--- config.mk ---
export PLATFORM = sky130hd
export DESIGN_NAME = seeded_superfasthash_unit
export DESIGN_NICKNAME = d
export VERILOG_FILES = /design/src/design/sfh_pkg.sv /design/src/design/sfh_front.sv /design/src/design/sfh_queue.sv /design/src/design/sfh_back.sv /design/src/design/seeded_superfasthash_unit.sv
export SDC_FILE = /design/constraint.sdc
export NUM_CORES = 1
export LEC_CHECK = 0
export BUFFER_PORTS_ARGS = -buffer_cell sky130_fd_sc_hd__buf_2
export CORE_ASPECT_RATIO = 1.1
export CORE_MARGIN = 5
export CORE_UTILIZATION = 61
export CTS_BUF_LIST = sky130_fd_sc_hd__clkbuf_2 sky130_fd_sc_hd__clkbuf_4 sky130_fd_sc_hd__clkbuf_8
export DETAILED_ROUTE_END_ITERATION = 10
export PLACE_DENSITY = 0.78
export SLEW_MARGIN = 5
export SYNTH_ARGS = -nofsm -noshare
export SYNTH_HDL_FRONTEND = slang
export SYNTH_HIERARCHICAL = 1
export SYNTH_SLANG_ARGS = --single-unit
export TNS_END_PERCENT = 1
--- constraint.sdc ---
create_clock -name i_clk -period 15.4 [get_ports i_clk]
set_input_delay 3.08 -clock i_clk [delete_from_list [all_inputs] [get_ports i_clk]]
set_output_delay 3.08 -clock i_clk [all_outputs]
set_load 0.03 [all_outputs]
--- src/design/sfh_pkg.sv ---
// Shared types, queue sizing and hash mixing functions for the seeded hash unit.
`default_nettype none
package sfh_pkg;

    // Work queue between front and back
    localparam int QDEPTH = 4;
    localparam int QAW    = $clog2(QDEPTH);

    // One unit of work for the back end.
    // grp: data holds a full 4-byte group {b3,b2,b1,b0}.
    // fin: close the message; without grp, data[23:0] holds cnt left-over bytes.
    typedef struct packed {
        logic        grp;
        logic        fin;
        logic [1:0]  cnt;
        logic [31:0] data;
    } t_op;

    // One round over a full group: two 16-bit little-endian halves
    function automatic logic [31:0] mix_group(input logic [31:0] h_in,
                                              input logic [31:0] grp_bytes);
        logic [31:0] h;
        logic [31:0] hi;
        h  = h_in + {16'h0000, grp_bytes[15:0]};
        hi = {16'h0000, grp_bytes[31:16]};
        h  = (h << 16) ^ ((hi << 11) ^ h);
        h  = h + (h >> 11);
        return h;
    endfunction

    // Tail mix for 0 to 3 left-over bytes
    function automatic logic [31:0] tail_mix(input logic [31:0] h_in,
                                             input logic [23:0] held,
                                             input logic [1:0]  cnt);
        logic [31:0] h;
        h = h_in;
        unique case (cnt)
            2'd3: begin
                h = h + {16'h0000, held[15:0]};
                h = h ^ (h << 16);
                h = h ^ ({24'h000000, held[23:16]} << 18);
                h = h + (h >> 11);
            end
            2'd2: begin
                h = h + {16'h0000, held[15:0]};
                h = h ^ (h << 11);
                h = h + (h >> 17);
            end
            2'd1: begin
                h = h + {24'h000000, held[7:0]};
                h = h ^ (h << 10);
                h = h + (h >> 1);
            end
            default: begin
                h = h_in;
            end
        endcase
        return h;
    endfunction

    // Avalanche, first three steps
    function automatic logic [31:0] aval_first(input logic [31:0] h_in);
        logic [31:0] h;
        h = h_in ^ (h_in << 3);
        h = h + (h >> 5);
        h = h ^ (h << 4);
        return h;
    endfunction

    // Avalanche, last three steps
    function automatic logic [31:0] aval_last(input logic [31:0] h_in);
        logic [31:0] h;
        h = h_in + (h_in >> 17);
        h = h ^ (h << 25);
        h = h + (h >> 6);
        return h;
    endfunction

endpackage
`default_nettype wire

--- src/design/sfh_front.sv ---
// Front end: gathers bytes into groups and issues group and finish work to the queue.
`default_nettype none
module sfh_front (
    input  wire logic         i_clk,
    input  wire logic         i_rst_n,
    input  wire logic         i_cfg_we,
    input  wire logic         i_accept,
    input  wire logic [7:0]   i_byte,
    input  wire logic         i_has_byte,
    input  wire logic         i_last,
    output logic              o_push,
    output sfh_pkg::t_op      o_op
);
    import sfh_pkg::*;

    logic [23:0] r_held;
    logic [1:0]  r_phase;
    logic [23:0] n_held;
    logic [1:0]  n_phase;
    logic        grp;
    logic [23:0] held_upd;
    logic [1:0]  phase_upd;

    // Byte gathering
    always_comb begin
        grp       = i_has_byte && (r_phase == 2'd3);
        held_upd  = r_held;
        phase_upd = r_phase;
        if (i_has_byte) begin
            unique case (r_phase)
                2'd0: begin
                    held_upd  = {r_held[23:8], i_byte};
                    phase_upd = 2'd1;
                end
                2'd1: begin
                    held_upd  = {r_held[23:16], i_byte, r_held[7:0]};
                    phase_upd = 2'd2;
                end
                2'd2: begin
                    held_upd  = {i_byte, r_held[15:0]};
                    phase_upd = 2'd3;
                end
                default: begin
                    held_upd  = '0;
                    phase_upd = 2'd0;
                end
            endcase
        end
    end

    // Work issue: a full group, a finish, or both (then the tail is empty)
    always_comb begin
        o_push      = i_accept && (grp || i_last);
        o_op.grp    = grp;
        o_op.fin    = i_last;
        o_op.cnt    = grp ? 2'd0 : phase_upd;
        o_op.data   = grp ? {i_byte, r_held} : {8'h00, held_upd};
    end

    // Next state: a seed write or a finished message starts over
    always_comb begin
        n_held  = r_held;
        n_phase = r_phase;
        priority if (i_cfg_we) begin
            n_held  = '0;
            n_phase = 2'd0;
        end else if (i_accept && i_last) begin
            n_held  = '0;
            n_phase = 2'd0;
        end else if (i_accept) begin
            n_held  = held_upd;
            n_phase = phase_upd;
        end
    end

    always_ff @(posedge i_clk) begin
        if (!i_rst_n) begin
            r_held  <= '0;
            r_phase <= 2'd0;
        end else begin
            r_held  <= n_held;
            r_phase <= n_phase;
        end
    end

endmodule
`default_nettype wire

--- src/design/sfh_queue.sv ---
// Small work queue between the front end and the back end.
`default_nettype none
module sfh_queue (
    input  wire logic         i_clk,
    input  wire logic         i_rst_n,
    input  wire logic         i_push,
    input  wire sfh_pkg::t_op i_op,
    input  wire logic         i_pop,
    output logic              o_full,
    output logic              o_valid,
    output sfh_pkg::t_op      o_op
);
    import sfh_pkg::*;

    t_op            r_mem [QDEPTH];
    logic [QAW-1:0] r_wr;
    logic [QAW-1:0] r_rd;
    logic [QAW:0]   r_count;

    assign o_full  = (r_count == (QAW+1)'(QDEPTH));
    assign o_valid = (r_count != '0);
    assign o_op    = r_mem[r_rd];

    // Storage
    always_ff @(posedge i_clk) begin
        if (i_push) begin
            r_mem[r_wr] <= i_op;
        end
    end

    // Pointers and fill level
    always_ff @(posedge i_clk) begin
        if (!i_rst_n) begin
            r_wr    <= '0;
            r_rd    <= '0;
            r_count <= '0;
        end else begin
            if (i_push) begin
                r_wr <= r_wr + 1'b1;
            end
            if (i_pop) begin
                r_rd <= r_rd + 1'b1;
            end
            unique case ({i_push, i_pop})
                2'b10:   r_count <= r_count + 1'b1;
                2'b01:   r_count <= r_count - 1'b1;
                default: r_count <= r_count;
            endcase
        end
    end

    a_count_bound: assert property (@(posedge i_clk) disable iff (!i_rst_n)
        r_count <= (QAW+1)'(QDEPTH))
        else $error("queue fill level beyond depth");

    a_no_overflow: assert property (@(posedge i_clk) disable iff (!i_rst_n)
        !(i_push && o_full))
        else $error("push into full queue");

    a_no_underflow: assert property (@(posedge i_clk) disable iff (!i_rst_n)
        !(i_pop && !o_valid))
        else $error("pop from empty queue");

    a_count_up: assert property (@(posedge i_clk) disable iff (!i_rst_n)
        (i_push && !i_pop) |=> (r_count == $past(r_count) + 1'b1))
        else $error("fill level did not track push");

endmodule
`default_nettype wire

--- src/design/sfh_back.sv ---
// Back end: running hash update, tail mix and two-stage avalanche with output register.
`default_nettype none
module sfh_back (
    input  wire logic         i_clk,
    input  wire logic         i_rst_n,
    input  wire logic         i_cfg_we,
    input  wire logic [31:0]  i_cfg_wdata,
    input  wire logic         i_q_valid,
    input  wire sfh_pkg::t_op i_q_op,
    output logic              o_pop,
    output logic              o_valid,
    output logic [31:0]       o_hash,
    input  wire logic         i_ready
);
    import sfh_pkg::*;

    logic [31:0] r_seed;
    logic [31:0] r_hash;
    logic        r_s1_valid;
    logic [31:0] r_s1_val;
    logic        r_s2_valid;
    logic [31:0] r_s2_val;
    logic        r_o_valid;
    logic [31:0] r_o_hash;

    logic        out_rdy;
    logic        s2_rdy;
    logic        s1_rdy;
    logic [31:0] mixed;
    logic [31:0] fin_val;

    // Stage readiness, back to front
    assign out_rdy = !r_o_valid || i_ready;
    assign s2_rdy  = !r_s2_valid || out_rdy;
    assign s1_rdy  = !r_s1_valid || s2_rdy;

    // Group work never waits; finish work needs room in the avalanche pipe
    assign o_pop   = i_q_valid && (!i_q_op.fin || s1_rdy);

    assign mixed   = mix_group(r_hash, i_q_op.data);
    assign fin_val = i_q_op.grp ? mixed : tail_mix(r_hash, i_q_op.data[23:0], i_q_op.cnt);

    // Seed register and running hash
    always_ff @(posedge i_clk) begin
        if (!i_rst_n) begin
            r_seed <= '0;
            r_hash <= '0;
        end else if (i_cfg_we) begin
            r_seed <= i_cfg_wdata;
            r_hash <= i_cfg_wdata;
        end else if (o_pop) begin
            if (i_q_op.fin) begin
                r_hash <= r_seed;
            end else begin
                r_hash <= mixed;
            end
        end
    end

    // Pipeline valids
    always_ff @(posedge i_clk) begin
        if (!i_rst_n) begin
            r_s1_valid <= 1'b0;
            r_s2_valid <= 1'b0;
            r_o_valid  <= 1'b0;
        end else begin
            if (s1_rdy) begin
                r_s1_valid <= o_pop && i_q_op.fin;
            end
            if (s2_rdy) begin
                r_s2_valid <= r_s1_valid;
            end
            if (out_rdy) begin
                r_o_valid <= r_s2_valid;
            end
        end
    end

    // Pipeline payload
    always_ff @(posedge i_clk) begin
        if (o_pop && i_q_op.fin) begin
            r_s1_val <= fin_val;
        end
        if (r_s1_valid && s2_rdy) begin
            r_s2_val <= aval_first(r_s1_val);
        end
        if (r_s2_valid && out_rdy) begin
            r_o_hash <= aval_last(r_s2_val);
        end
    end

    assign o_valid = r_o_valid;
    assign o_hash  = r_o_hash;

    a_s1_hold: assert property (@(posedge i_clk) disable iff (!i_rst_n)
        (r_s1_valid && !s2_rdy) |=> r_s1_valid)
        else $error("stage 1 result dropped while stalled");

    a_fin_enters: assert property (@(posedge i_clk) disable iff (!i_rst_n)
        (o_pop && i_q_op.fin && !i_cfg_we) |=> (r_s1_valid && r_hash == r_seed))
        else $error("finish did not enter the pipe or reload the seed");

    a_out_hold: assert property (@(posedge i_clk) disable iff (!i_rst_n)
        (o_valid && !i_ready) |=> (o_valid && $stable(o_hash)))
        else $error("output transaction changed while stalled");

endmodule
`default_nettype wire

--- src/design/seeded_superfasthash_unit.sv ---
// Top level of the streaming seeded 32-bit hash unit.
//
// Usage:
//   Slave stream: one message byte per transaction in i_s_tdata; i_s_tuser
//   says whether the byte belongs to the message (0 = bare end marker or idle);
//   i_s_tlast closes the message and asks for its hash.
//   Master stream: one transaction per closed message, the 32-bit hash in
//   o_m_tdata.
//   Config: i_cfg_we with i_cfg_wdata loads the seed and abandons any message
//   in progress; write only while no hash is pending.
// Timing:
//   One transaction per cycle sustained while i_m_tready is high. A closing
//   transaction goes into the work queue, then through the tail mix and the
//   first and second half of the avalanche in registered stages to o_m_tvalid.
//   The per-group mix is combinational on the running hash register.
// Reset: seed is 0, queue and pipeline empty, no partial message.
// Stall: while i_m_tready is low the hash holds in the output register, the
//   stages behind it fill, and the 4-entry queue takes further work until it
//   is full; o_s_tready then drops.
`default_nettype none
module seeded_superfasthash_unit (
    input  wire logic         i_clk,
    input  wire logic         i_rst_n,
    // Configuration
    input  wire logic         i_cfg_we,
    input  wire logic [31:0]  i_cfg_wdata,
    // Slave stream
    input  wire logic         i_s_tvalid,
    output logic              o_s_tready,
    input  wire logic [7:0]   i_s_tdata,   // [7:0] data_byte
    input  wire logic         i_s_tuser,   // [0] carries_byte
    input  wire logic         i_s_tlast,   // last_item
    // Master stream
    output logic              o_m_tvalid,
    input  wire logic         i_m_tready,
    output logic [31:0]       o_m_tdata    // [31:0] hash_value
);
    import sfh_pkg::*;

    logic accept;
    logic push;
    t_op  push_op;
    logic q_full;
    logic q_valid;
    t_op  q_op;
    logic pop;

    assign o_s_tready = !q_full;
    assign accept     = i_s_tvalid && o_s_tready;

    sfh_front u_front (
        .i_clk      (i_clk),
        .i_rst_n    (i_rst_n),
        .i_cfg_we   (i_cfg_we),
        .i_accept   (accept),
        .i_byte     (i_s_tdata),
        .i_has_byte (i_s_tuser),
        .i_last     (i_s_tlast),
        .o_push     (push),
        .o_op       (push_op)
    );

    sfh_queue u_queue (
        .i_clk   (i_clk),
        .i_rst_n (i_rst_n),
        .i_push  (push),
        .i_op    (push_op),
        .i_pop   (pop),
        .o_full  (q_full),
        .o_valid (q_valid),
        .o_op    (q_op)
    );

    sfh_back u_back (
        .i_clk       (i_clk),
        .i_rst_n     (i_rst_n),
        .i_cfg_we    (i_cfg_we),
        .i_cfg_wdata (i_cfg_wdata),
        .i_q_valid   (q_valid),
        .i_q_op      (q_op),
        .o_pop       (pop),
        .o_valid     (o_m_tvalid),
        .o_hash      (o_m_tdata),
        .i_ready     (i_m_tready)
    );

endmodule
`default_nettype wire
## Word-level counts from Yosys, hierarchy flattened

Memory sizes are Yosys's and may differ from the RTL's. A register that Yosys moved wholly into a read port is not among the register bits.
Cells that the tools add are included.

| storage, ports and cells | value |
|---|---|
| flip-flop bits (word level) | 196 |
| RAM bits | 144 |
| bits of input ports | 47 |
| output and inout bits | 34 |
| word-level logic and storage cells | 85 |
| memories | 1 |

| cells by class | value |
|---|---|
| add/sub/neg operators | 13 |
| equality and inequality tests | 9 |
| mux-type cells | 16 |
| bitwise logic cells | 10 |
| reductions and logical operators | 23 |

Memory list:

| name | depth | width | read ports | clocked after Yosys merged registers in | wr ports | line | text |
|---|---|---|---|---|---|---|---|
| u_queue.r_mem | 4 | 36 | 1 | 1 | 1 | sfh_queue.sv:15 | `t_op r_mem [QDEPTH];` |

Operators with widths:

| cell | number |
|---|---|
| $xor A32 B32 Y32 | 7 |
| $mux W32 | 5 |
| $pmux W32 S3 | 1 |
| $pmux W24 S3 | 1 |
| $add A32 B15 Y32 | 2 |
| $add A32 B21 Y32 | 2 |
| $add A32 B16 Y32 | 1 |
| $add A32 B26 Y32 | 1 |
| $add A32 B27 Y32 | 1 |
| $add A32 B31 Y32 | 1 |
| $add A32 B8 Y32 | 1 |
| $xor A27 B32 Y32 | 1 |
| $xor A32 B26 Y32 | 1 |
| $mux W24 | 1 |
| $eq A2 B2 Y1 const B | 5 |
| $logic_and A1 B1 Y1 | 8 |
| $mux W2 | 4 |
| $eq A2 B1 Y1 const B | 3 |
| $pmux W2 S3 | 1 |
| $pmux W3 S2 | 1 |
| $logic_not A1 Y1 | 5 |
| $logic_or A1 B1 Y1 | 5 |
| $add A2 B1 Y2 const B | 2 |
| $reduce_bool A2 Y1 | 2 |
| other kinds (8) | 9 |

## Depth between registers and ports, before layout

| logic depth | value |
|---|---|
| depth after elaboration | 8 |
| mapped depth | 27 |
| gate-level depth less buffers | 25 |

## Cells and area by module

Netlist, hierarchy kept.

Modules (own cells, without submodules):

| module | instances | cells an instance | area each (µm²) | seq. area each (µm²) |
|---|---|---|---|---|
| sfh_back | 1 | 2185 | 18564.1 | 4224.1 |
| sfh_queue | 1 | 234 | 5700.5 | 4504.3 |
| sfh_front | 1 | 195 | 1684.1 | 520.5 |
| seeded_superfasthash_unit | 1 | 2 | 10.0 | 0.0 |

## Worst setup path after synthesis

OpenSTA, ideal clock, no wires.

| timing | value |
|---|---|
| path type | reg-to-reg |
| start point | register (tool-made name) |
| end point | register u_back.r_s1_val[25] (data pin) |
| setup time | 260 ps |
| arrival | 6094 ps |
| data required time | 15140 ps |
| setup slack | 9046 ps |
| cell stages (with the launch flop) | 27 |
| buffers on the path | 2 |
| clock period less this slack | 6354 ps |
| path through | dfxtp_1 -> buf_6 -> buf_12 -> mux4_2 -> ha_1 -> inv_1 -> fa_1 -> and2b_1 -> o31a_1 -> o21ai_1 -> nand2_1 -> xor2_1 -> xor2_1 -> inv_2 -> ha_1 -> nand2_1 -> o21ai_0 -> nor4_1 -> nor3_1 -> a41o_1 -> o21ai_0 -> o31a_1 -> nor4_1 -> nand3_1 -> xnor2_1 -> mux4_2 -> mux2_4 |

RTL lines:

| element | line | text |
|---|---|---|
| to (signal assigned) | sfh_back.sv:82 | `r_s1_val <= fin_val;` |
| to (decl) | sfh_back.sv:20 | `logic [31:0] r_s1_val;` |

==> flow_metrics.tcl <==
set metrics [dict create \
    required_ns 15.77 \
    clk_path_buf_depth 3 \
    area_growth_pct 7.95 \
    yosys-mux-area-fraction_pct 6.63 \
    routed_wl_mm 85.7 \
    hold_ws_ns 0.476 \
    worst-slew-pin-transition_ns 1.27 \
    antenna_found_initial 1 \
    grt_max_degree 77 \
    synthSimpleGateAreaFrac_pct 15.3 \
    root_buffer "clkbuf_8" \
    ys_ff_latch 342 \
    synth_enable_flop_cells 240 \
    synth_cells 2616 \
    synth_top_area_cell "edfxtp_1" \
    yosysMostFrequentCell "edfxtp_1" \
    start_util_pct 61.5 \
    crit_type "flop to flop" \
    min_path_type "flop to flop" \
    clock.fmax_ghz 0.118 \
    skew_ns 0.0343 \
    maxSlewViolCount 0 \
    cpMaxStageDelayCell "xor2_1" \
    grt-ovfl-total 0 \
    cp_num_cells 24 \
    track_usage_pct 36.3 \
    cts_repair_resize_count 0 \
    min_period_ns 8.44 \
    synth_top_area_share_pct 27.8 \
    rows 79 \
    synth_compound_area_share_pct 16.7 \
    ant_nets 0 \
    wl_per_cell_um 26.0 \
    avgSynthCellArea_um2 9.92 \
    io_buffers 80 \
    cts.reportedPaths.clkPinSlew_ns 0.07 \
    async_reset_ff_share_pct 0 \
    cp_max_fo 36 \
    maxCapViolCount 0 \
    tns_ns 0 \
    grt_pass1_wl_mm 128 \
    ys_seq_area_share_pct 35.6 \
    hold_viol 0 \
    period_share_pct 54.8 \
    dp_hpwl_mm 67.6 \
    antenna_cells 0 \
    crit_top_cell "nand2_1" \
    ys.flop_type "edfxtp_1" \
    drive_gt1_share_pct 11.7 \
    synth_cell_types 109 \
    coreArea_um2 42200 \
    path_delay_family "compound AO/OA/AOI/OAI gates" \
    cts_tree "done" \
    synthXorXnorAreaFrac_pct 13.0 \
    die_y_um 226 \
    max_stage_delay_ns 0.80 \
    setup_viol 0 \
    synth_nets 2855 \
    ctsHoldBuffers 0 \
    status "finished clean" \
    maxSlewHeadroom_pct 15.1 \
    clock_latency_ns 0.68 \
    end_kind "flop" \
    critPathBufInv 3 \
    drt-initial-drc-count 1931 \
    synth_area_leaders "edfxtp_1, ha_1, dfxtp_1" \
    firstDrtPassIters 7 \
    path_cells "buf_4 -> mux4_2 -> ha_1 -> inv_1 -> fa_1 -> and2b_1 -> o31a_1 -> o21ai_1 -> nand2_1 -> xor2_1 -> xor2_1 -> inv_2 -> ha_1 -> nand2_1 -> o21ai_0 -> nor4_1 -> nor3_1 -> a41o_1 -> o21ai_0 -> o31a_1 -> nor4_1 -> nand2_1 -> o311ai_0 -> a221oi_1" \
    via_per_inst 6.51 \
    synth_fa_ha_area_share_pct 9.51 \
    postCtsSetupBuffers 0 \
    numCtsBuffers 55 \
    synthTopCellsByCount "edfxtp_1, xnor2_1, nand2_1, ha_1, a21oi_1" \
    grt_setup_unrepaired "no" \
    syn_area_um2 26000 \
    arrival_ns 8.81 \
    yosysWarnings 6 \
    nets 2922 \
    hold_depth 2 \
    chipWidth_um 207 \
    clkSinkCount 342 \
    synth_top_family_by_area "compound AO/OA/AOI/OAI gates" \
    die_area_um2 46800 \
    gp_congestion 1.04 \
    startpoint_type "flop" \
    drcViolationCount 0 \
    post-route-util_pct 66.4 \
    h-tree-depth 2 \
    ios 81 \
    num_vias 21400 \
    rr_worst_depth 24 \
    grt_pass1_vias 21300 \
]
==> final cells by class <==
class,count,area (um2)
clock buffers,81,996
clock inverters,21,230
fillers,3317,14200
inverters,92,345
multi-input cells,2082,15900
flip-flops and latches,342,9250
well taps,567,709
repair buffers,110,626
==> state kept, by name, summed over array words and instances (netlist names), named ones only <==
register           flops
u_back/r_s2_val       32
u_queue/r_mem        144
u_front/r_held        24
u_back/r_s2_valid      1
u_back/o_valid         1
u_queue/r_wr           2
u_back/r_s1_valid      1
u_back/o_hash         32
u_back/r_s1_val       32
u_back/r_seed         32
u_queue/r_count        3
u_queue/r_rd           2
u_front/r_phase        2
u_back/r_hash         32
==> path summary, 6_finish.rpt <==
check	from	endpoint	slack [ns]
setup / recovery	flop	u_back/r_s1_val[31]	6.96
hold / removal	u_back/r_seed[30]	u_back/r_seed[30]	0.48
hold reg to reg	u_back/r_seed[30]	u_back/r_seed[30]	0.48
setup reg to reg	flop	u_back/r_s1_val[31]	6.96
==> cell families (layout without fill, tap and decap cells) <==
kind of cell             after synthesis  in the layout
adder cells (fa/ha/maj)              192            192
AND/OR/NAND/NOR                      773            773
buffers and inverters                192            304
XOR/XNOR                             368            368
flip-flops                           342            342
multiplexers                         101            101
AO/OA/AOI/OAI                        648            648
==> stage by stage <==
stage / cells / area (um2) / worst slack (ns)
2_1_floorplan: 2616 / 26000 / 9.05
3_3_place_gp: 3193 / 26800 / 7.21
3_5_place_dp: 3193 / 26800 / 7.17
4_1_cts: 3295 / 28000 / 7.13
5_1_grt: 3295 / 28000 / 6.66
6_report: 3295 / 28000 / 6.96
==> tightest hold or removal path: cells and delay by family (launching register included) <==
| family | cells | cell delay (ns) |
|---|---|---|
| simple gates | 1 | 0.05 |
| compound gates | 1 | 0.07 |
| flops | 1 | 0.31 |
==> routing by layer <==
metal	global-route usage, %	share of wire [%]
met2	61.8	48
met3	5.76	6.1
met1	42.0	37
met5	0	0
met4	25.0	8.5
==> placed cells by master (no fill, tap or decap), drive strengths merged, types with 9 or more instances in the layout <==
master,count
xor2,144
nand3,91
a22o,33
nand3b,11
a21o,59
nor2,152
nand2,194
dfxtp,102
a211oi,31
fa,9
edfxtp,240
mux2i,40
xnor2,218
nor4,14
a21oi,165
mux4,54
or2,15
o21ai,149
o211ai,22
nor3,47
o21a,32
and3,31
clkinv,14
nand2b,37
or3,18
nand4,54
clkbuf,81
inv,94
o21bai,18
a21boi,28
and2,36
ha,183
o31ai,12
nor2b,53
buf,110
a31oi,15
Power is left out: the tool's default activity adds up to more than one toggle a clock period on the data nets, which glitch-free logic cannot reach.
